<file path="src/rtl/core/cts_pkg.sv">
// ----------------------------------------------------------------------------
// cts_pkg - capture timestamp FIFO shared types and constants
// Command and status codes, register map and fixed field widths.
// ----------------------------------------------------------------------------
package cts_pkg;

   localparam int SLOT_CH    = 16;
   localparam int CH_W       = 4;
   localparam int MAX_TIMERS = 4;
   localparam int GRP_W      = 2;
   localparam int VALUE_W    = 16;
   localparam int COARSE_W   = 48;
   localparam int STAMP_W    = 64;
   localparam int FILL_W     = 6;
   localparam int THR_W      = 8;
   localparam int MASK_W     = 16;
   localparam int APB_AW     = 3;
   localparam int APB_DW     = 32;

   localparam logic [THR_W-1:0]  THR_RESET  = 8'd15;
   localparam logic [MASK_W-1:0] MASK_RESET = 16'hBFFF;

   typedef enum logic [1:0] {
      CMD_CAPTURE = 2'd0,
      CMD_WRAP    = 2'd1,
      CMD_POP     = 2'd2,
      CMD_NOP     = 2'd3
   } cmd_type;

   typedef enum logic [2:0] {
      ST_STORED    = 3'd0,
      ST_DROPPED   = 3'd1,
      ST_POPPED    = 3'd2,
      ST_POP_EMPTY = 3'd3,
      ST_WRAP      = 3'd4
   } status_type;

   typedef enum logic {
      REG_THRESHOLD = 1'b0,
      REG_ENABLE    = 1'b1
   } reg_index_type;

   typedef struct packed {
      logic [THR_W-1:0]  ready_threshold;
      logic [MASK_W-1:0] channel_enable_mask;
   } cfg_type;

endpackage

</file>
<file path="src/rtl/core/cts_csr.sv">
// ----------------------------------------------------------------------------
// cts_csr - configuration registers
// APB-style register file for the ready threshold and channel enable mask.
// ----------------------------------------------------------------------------
module cts_csr (
   input  logic                          clock,
   input  logic                          reset,
   input  logic                          psel,
   input  logic                          penable,
   input  logic                          pwrite,
   input  logic [cts_pkg::APB_AW-1:0]    paddr,
   input  logic [cts_pkg::APB_DW-1:0]    pwdata,
   output logic [cts_pkg::APB_DW-1:0]    prdata,
   output logic                          pready,
   output cts_pkg::cfg_type              cfg
);

   cts_pkg::cfg_type      cfg_ff;
   cts_pkg::cfg_type      cfg_in;
   cts_pkg::reg_index_type reg_sel;
   logic                  wr_en;

   assign pready  = 1'b1;
   assign reg_sel = cts_pkg::reg_index_type'(paddr[2]);
   assign wr_en   = psel && penable && pwrite && pready;
   assign cfg     = cfg_ff;

   always_comb begin
      cfg_in = cfg_ff;
      if (wr_en) begin
         case (reg_sel)
            cts_pkg::REG_THRESHOLD:
               cfg_in.ready_threshold = pwdata[cts_pkg::THR_W-1:0];
            cts_pkg::REG_ENABLE:
               cfg_in.channel_enable_mask = pwdata[cts_pkg::MASK_W-1:0];
            default: ;
         endcase
      end
   end

   always_comb begin
      case (reg_sel)
         cts_pkg::REG_THRESHOLD:
            prdata = cts_pkg::APB_DW'(cfg_ff.ready_threshold);
         cts_pkg::REG_ENABLE:
            prdata = cts_pkg::APB_DW'(cfg_ff.channel_enable_mask);
         default:
            prdata = '0;
      endcase
   end

   always_ff @(posedge clock) begin
      if (reset) begin
         cfg_ff.ready_threshold     <= cts_pkg::THR_RESET;
         cfg_ff.channel_enable_mask <= cts_pkg::MASK_RESET;
      end else begin
         cfg_ff <= cfg_in;
      end
   end

endmodule

</file>
<file path="config.mk">
export PLATFORM = sky130hd
export DESIGN_NAME = cts_csr
export DESIGN_NICKNAME = d
export VERILOG_FILES = /design/src/rtl/core/cts_pkg.sv /design/src/rtl/core/cts_csr.sv
export SDC_FILE = /design/constraint.sdc
export NUM_CORES = 1
export LEC_CHECK = 0
export BUFFER_PORTS_ARGS = -buffer_cell sky130_fd_sc_hd__buf_4
export CELL_PAD_IN_SITES_DETAIL_PLACEMENT = 1
export CELL_PAD_IN_SITES_GLOBAL_PLACEMENT = 2
export CORE_ASPECT_RATIO = 0.5
export CORE_MARGIN = 10
export CORE_UTILIZATION = 20
export DETAILED_ROUTE_END_ITERATION = 10
export PLACE_DENSITY = 0.85
export SKIP_LAST_GASP = 1
export SLEW_MARGIN = 20
export SYNTH_ARGS = -nofsm -noshare
export SYNTH_HDL_FRONTEND = slang
export SYNTH_SLANG_ARGS = --single-unit
</file>
<file path="constraint.sdc">
create_clock -name clock -period 1.5 [get_ports clock]
set_input_delay 0.375 -clock clock [delete_from_list [all_inputs] [get_ports clock]]
set_output_delay 0.375 -clock clock [all_outputs]
set_load 0.02 [all_outputs]
</file>
# After elaboration in Yosys (flattened, before gate mapping)
# Cells that the tools add are included.
[op_classes]
addsub = 0
mul = 0
div_mod_pow = 0
n_lt_le_gt_ge = 0
eq_ne = 0
shifts = 0
mux = 1
bitwise = 1
reduce_logical = 4
[ops]
columns = ["cell", "n"]
rows = [
  ["one-hot mux 32 bit (2 select lines)", 1],
  ["AND reduction 2 bit", 2],
  ["logical AND 1 bit", 2],
  ["inverter 1 bit", 1],
]
[totals]
reg_bits = 24
latchBits = 0
ramBits = 0
rom_bits = 0
input_bits = 40
out_inout_bits = 57
word_cells = 8
mem_count = 0

# Longest topological paths before layout
# Gate-level depths: netlist (run 1).
[depth]
word_depth = 3
depth_mapped = 5
depth_no_buf = 2

# Worst setup path before layout (run 1)
# OpenSTA, ideal clock, no wires.
[synth_timing]
path_kind = "input to output"
from = "in paddr[2] (netlist bit)"
to = "out prdata[6] (netlist bit)"
arrival_time_ps = 1030
t_required_ps = 1125
setup_slack_ps = 95
cell_stages = 3
n_path_buf = 2
cell_sequence = "buf_6 buf_2 mux2_2"
[synth_between]
elab_chain_len = 2
[synth_rtl]
columns = ["item", "line_no", "text"]
rows = [
  ["start, declared", "cts_csr.sv:11", "input logic [cts_pkg::APB_AW-1:0] paddr,"],
  ["inverter 1 bit", "n/a", ""],
  ["one-hot mux 32 bit (2 select lines) *", "cts_csr.sv:42", "case (reg_sel)"],
  ["end, declared", "cts_csr.sv:13", "output logic [cts_pkg::APB_DW-1:0] prdata,"],
]
# Mark *: on every way between the ends. The rest lies on a longest branch, timed or not. The select of a mux whose other input is x is not followed.

# Worst setup path in the final report (run 1)
[layout_timing]
from = "in paddr[2] (netlist bit)"
to = "out prdata[5] (netlist bit)"
# Same word-level chain as after synthesis.

==> flow_summary.json, run 1 <==
{
  "largest_register_ffs": 24,
  "fin_nets": 235,
  "synthDominantAreaCellType": "sky130_fd_sc_hd__dfxtp_1",
  "post_synth_edffs": 0,
  "finalCoreUtilization": 0.292,
  "totalWireLength_um": 3830,
  "netlist_area_um2": 1290,
  "gr-total-overflow": 0,
  "synth_sequential_area_ratio": 0.372,
  "leak_pwr_nw": 0.765,
  "syn-mean-instance-area_um2": 9.23,
  "worst_skew_pair.late_latency_ps": 250,
  "yosys.cell_count.top_type": "sky130_fd_sc_hd__nor2_1",
  "timing.hold.worst.class": "in -> reg",
  "placement.io_buffers": 61,
  "timing.final.setup_violations": 0,
  "route.detailed.vias_per_inst": 3.78,
  "antenna_cells_inserted": 0,
  "fin_setup_tns_ps": 0,
  "cts.path.max_buffers": 2,
  "yosys-top-cells-area": "sky130_fd_sc_hd__dfxtp_1 (37%), sky130_fd_sc_hd__mux2i_1 (19%), sky130_fd_sc_hd__buf_4 (9.9%)",
  "synthToLayoutAreaGrowth_pct": 38.9,
  "startpoint_type": "input pin",
  "run_status": "finished, final reports clean",
  "average_wire_per_standard_cell_um": 13.6,
  "num_cts_buffers": 3,
  "cells_after_synthesis": 140,
  "post_synth_and_or_nand_nor_area_fraction": 0.209,
  "antenna_violations_before_repair": 0,
  "row_count": 20,
  "cts_tree": "built",
  "routabilityCongestion": 0.702,
  "die_h_um": 76.8,
  "fraction_of_the_mapped_netlist_area_in_compound_gates": 0,
  "synth_top_area_frac": 0.372,
  "synth_seq_cells": 24,
  "drv.max_cap_violation_count": 0,
  "ioPinCount": 97,
  "cts-root-buf": "sky130_fd_sc_hd__clkbuf_16",
  "finalClockSkew_ps": 0,
  "synth_xor_area_frac": 0,
  "tritoncts_num_sinks": 24,
  "synth.area.mux_share": 0.256,
  "finalMaxSlewViolations": 0,
  "post_synth_most_frequent_cells": "sky130_fd_sc_hd__nor2_1 (34), sky130_fd_sc_hd__dfxtp_1 (24), sky130_fd_sc_hd__mux2i_1 (24)",
  "cellPowerDensity_nw_per_um2": 839,
  "firstDrtPassIters": 4,
  "cts-htree-levels": 1,
  "synth_async_sr_flop_share": 0,
  "crit_arrival_ps": 1080,
  "yosysWarningCount": 0,
  "number_of_global_route_vias_before_repair": 1151,
  "final.period_utilization": 0.971,
  "fp.coreArea_um2": 6160,
  "finalHoldViolCount": 0,
  "cp_data_required_time_ps": 1120,
  "vias": 1062,
  "crit_path_max_fanout": 14,
  "yosys_most_used_dff": "sky130_fd_sc_hd__dfxtp_1",
  "unrepaired_setup_endpoints_after_global_routing": "no",
  "vdd.ir_drop.worst_mv": 0.525,
  "post-cts-setup-buffers": 0,
  "path_clk_slew_ps": 60,
  "floorplan.die.width_um": 134,
  "criticalPathCategory": "in -> out",
  "pin_count_of_the_biggest_net_entering_global_routing": 45,
  "share_of_layout_cells_above_drive_strength_1": 0.383,
  "cts_resized": 0,
  "synth_cell_types": 16,
  "cts_hold_repair.buffers": 0,
  "drtIter0Drc": 18,
  "gr-usage-all-layers": 0.0734,
  "hpwlAfterDp_um": 3170,
  "synth_fa_ha_area_frac": 0,
  "post-route-drc-count": 0,
  "endpoint_kind": "primary output",
  "timing.fmax_mhz": 687,
  "detail-route-antenna-nets": 0,
  "grt_first_pass_wirelength_um": 6240,
  "die_area_um2": 10300,
  "initial_utilization": 0.210,
  "period_needed_ps": 1460,
  "combinational_family_with_the_most_area_after_synthesis": "multiplexers"
}
==> routing by layer <==
metal  global-route usage  routed length (um)  vias to the layer above
met5                    0                   0                        -
li1                     -                   -                      523
met2                0.152                2320                       21
met4               0.0238                  61                        0
met3               0.0156                  90                        6
met1               0.0700                1360                      512
==> worst max-delay path: stages <==
cell	delay (ps)
sky130_fd_sc_hd__buf_4	190
sky130_fd_sc_hd__mux2_2	360
sky130_fd_sc_hd__buf_4	160
==> placed cells by master, fill, tap and decap left out <==
| master | n |
|---|---|
| sky130_fd_sc_hd__conb_1 | 17 |
| sky130_fd_sc_hd__dfxtp_1 | 24 |
| sky130_fd_sc_hd__buf_4 | 62 |
| sky130_fd_sc_hd__and4b_1 | 1 |
| sky130_fd_sc_hd__nand4b_1 | 1 |
| sky130_fd_sc_hd__mux2i_1 | 24 |
| sky130_fd_sc_hd__mux2_2 | 8 |
| sky130_fd_sc_hd__nor2_1 | 34 |
| sky130_fd_sc_hd__and4_4 | 1 |
| sky130_fd_sc_hd__nand2b_1 | 10 |
| sky130_fd_sc_hd__clkbuf_16 | 3 |
| sky130_fd_sc_hd__and2_1 | 8 |
==> cell type report <==
class                   count  area, um2
clock buffers               3       75.1
fillers                   743       4360
multi-input cells         104        664
flip-flops and latches     24        480
well taps                  88        110
repair buffers             62        465
==> path summary, 6_finish.rpt <==
check | from | cells past startpoint | end | slack, ps
setup / recovery | paddr[2] | 3 | prdata[5] | 40
hold / removal | pwdata[15] | 3 | cfg[15] | 380
setup reg to reg | cfg[3] | 2 | cfg[3] | 850
hold reg to reg | cfg[20] | 2 | cfg[20] | 490
==> report_power, final <==
group / switching, mW / internal, mW
Clock: 0.207 / 0.352
Sequential: 0.0108 / 0.652
Combinational: 0.163 / 0.122
==> per-stage QoR <==
stage / total power [mW] / setup slack [ps] / instances / hold WS (ps) / area, um2
2_1_floorplan: 0.885 / 94.6 / 155 / 530 / 1350
4_1_cts: 1.53 / 30.9 / 281 / 383 / 1800
6_report: 1.51 / 44.2 / 281 / 383 / 1800
5_1_grt: 1.58 / 14.2 / 281 / 396 / 1800
3_5_place_dp: 0.966 / 29.8 / 278 / 488 / 1720
3_3_place_gp: 0.959 / 41.1 / 278 / 478 / 1720
==> cells by family (layout without fill, tap and decap cells) <==
family | Yosys count | in the layout
multiplexers | 32 | 32
buffers and inverters | 27 | 65
other | 2 | 17
flip-flops | 24 | 24
AND/OR/NAND/NOR | 55 | 55
Power figures use the tool's default switching activity.
==> run 2: changes to the inputs <==
RECOVER_POWER = 100   (was unset)
==> flow_summary.json, run 2 (synthesized netlist as in run 1, its figures left out) <==
{
  "run_status": "finished, final reports clean",
  "hpwlAfterDp_um": 3170,
  "unrepaired_setup_endpoints_after_global_routing": "no",
  "route.detailed.vias_per_inst": 3.77,
  "final_cell_count_no_fill": 281,
  "crit-reg2reg-capture": "cfg[3]",
  "crit_top_cell": "sky130_fd_sc_hd__buf_4",
  "timing.critical_path.from": "paddr[2]",
  "number_of_global_route_vias_before_repair": 1151,
  "final.period_utilization": 0.969,
  "biggest_cell_delay_along_the_critical_path_ps": 360,
  "criticalPathCategory": "in -> out",
  "post-route-drc-count": 0,
  "timing.final.setup_violations": 0,
  "period_needed_ps": 1450,
  "initial_utilization": 0.210,
  "cts-htree-levels": 1,
  "vdd.ir_drop.worst_mv": 0.525,
  "worstHoldStart": "pwdata[15]",
  "average_wire_per_standard_cell_um": 13.8,
  "finalMaxSlewViolations": 0,
  "timing.hold.worst.class": "in -> reg",
  "path_clk_slew_ps": 60,
  "vias": 1060,
  "crit_arrival_ps": 1080,
  "fin_nets": 235,
  "tightest_slew_ps": 541,
  "multiInputGateArea_um2": 663,
  "crit_cells": 3,
  "cts_resized": 0,
  "startpoint_type": "input pin",
  "timing.fmax_mhz": 688,
  "antenna_violations_before_repair": 0,
  "row_count": 20,
  "finalHoldViolCount": 0,
  "most-common-layout-cells": "sky130_fd_sc_hd__nor2_1 (34), sky130_fd_sc_hd__buf_4 (26), sky130_fd_sc_hd__clkbuf_1 (25), sky130_fd_sc_hd__mux2i_1 (24), sky130_fd_sc_hd__dfxtp_1 (24)",
  "tritoncts_num_sinks": 24,
  "critical-path-slowest-cell": "sky130_fd_sc_hd__mux2_2",
  "path_buf_inv": 2,
  "worst_skew_pair.late_latency_ps": 250,
  "die_h_um": 76.8,
  "cpLargestDelayFamily": "multiplexers",
  "leak_pwr_nw": 0.670,
  "post-cts-setup-buffers": 0,
  "reg2reg_from": "cfg[3]",
  "grt_first_pass_wirelength_um": 6240,
  "drtIter0Drc": 16,
  "cts-root-buf": "sky130_fd_sc_hd__clkbuf_16",
  "firstDrtPassIters": 3,
  "cp_cell_sequence": "buf_4, mux2_2, buf_4",
  "pin_count_of_the_biggest_net_entering_global_routing": 45,
  "gr-usage-all-layers": 0.0734,
  "num_cts_buffers": 3,
  "fin_hold_ws_ps": 381,
  "fin_setup_tns_ps": 0,
  "crit_end": "prdata[5]",
  "crit_path_max_fanout": 14,
  "largest_register_ffs": 24,
  "totalWireLength_um": 3860,
  "cts.path.max_buffers": 2,
  "detail-route-antenna-nets": 0,
  "report.power.total_mw": 1.49,
  "slew_headroom": 0.640,
  "cp_data_required_time_ps": 1120,
  "gr-total-overflow": 0,
  "regToRegSetupSlack_ps": 830,
  "die_area_um2": 10300,
  "ioPinCount": 97,
  "antenna_cells_inserted": 0,
  "routabilityCongestion": 0.702,
  "floorplan.die.width_um": 134,
  "fp.coreArea_um2": 6160,
  "cellPowerDensity_nw_per_um2": 888,
  "filler_cell_count": 756,
  "share_of_layout_cells_above_drive_strength_1": 0.254,
  "cts_tree": "built",
  "layout_commonest_cell": "sky130_fd_sc_hd__nor2_1",
  "cts_hold_repair.buffers": 0,
  "placed_cells": 278,
  "regArea_um2": 480,
  "synthToLayoutAreaGrowth_pct": 29.4,
  "drv.max_cap_violation_count": 0,
  "worst-r2r-cell-count": 2,
  "finalClockSkew_ps": 0,
  "endpoint_kind": "primary output",
  "placement.io_buffers": 61
}
## run 2: power by group
group	switching [mW]	internal (mW)	total, mW
Sequential	0.0107	0.652	0.663
Clock	0.207	0.352	0.559
Combinational	0.162	0.101	0.263
## run 2: cell type report
cell class,count,area share
multi-input cells,104,0.396
flip-flops and latches,24,0.287
repair buffers,62,0.206
well taps,88,0.0658
clock buffers,3,0.0449
## run 2: worst min-delay path, stage by stage
cell	delay, ps
sky130_fd_sc_hd__buf_4	80
sky130_fd_sc_hd__nor2_1	30
sky130_fd_sc_hd__mux2i_1	110
## run 2: worst min path at each step
stage              end  slack, ps  depth (start not counted)
6_report       cfg[15]        380                          3
5_1_grt        cfg[16]        400                          3
4_1_cts        cfg[15]        380                          3
3_3_place_gp   cfg[20]        480                          2
3_5_place_dp   cfg[20]        490                          2
2_1_floorplan  cfg[20]        530                          2
## run 2: per-stage QoR
step | setup WS [ps] | util | area, um2
after floorplan | 94.6 | - | 1350
after global placement | 41.1 | 0.279 | 1720
after detailed placement | 29.8 | 0.279 | 1720
after CTS | 30.9 | 0.292 | 1800
after global routing | 15.7 | 0.272 | 1670
final | 46.9 | 0.272 | 1670
## run 2: metal layers
layer,wire length [um],global-route usage
met1,1410,0.0700
met2,2310,0.152
met3,80,0.0156
met4,64,0.0238
met5,0,0
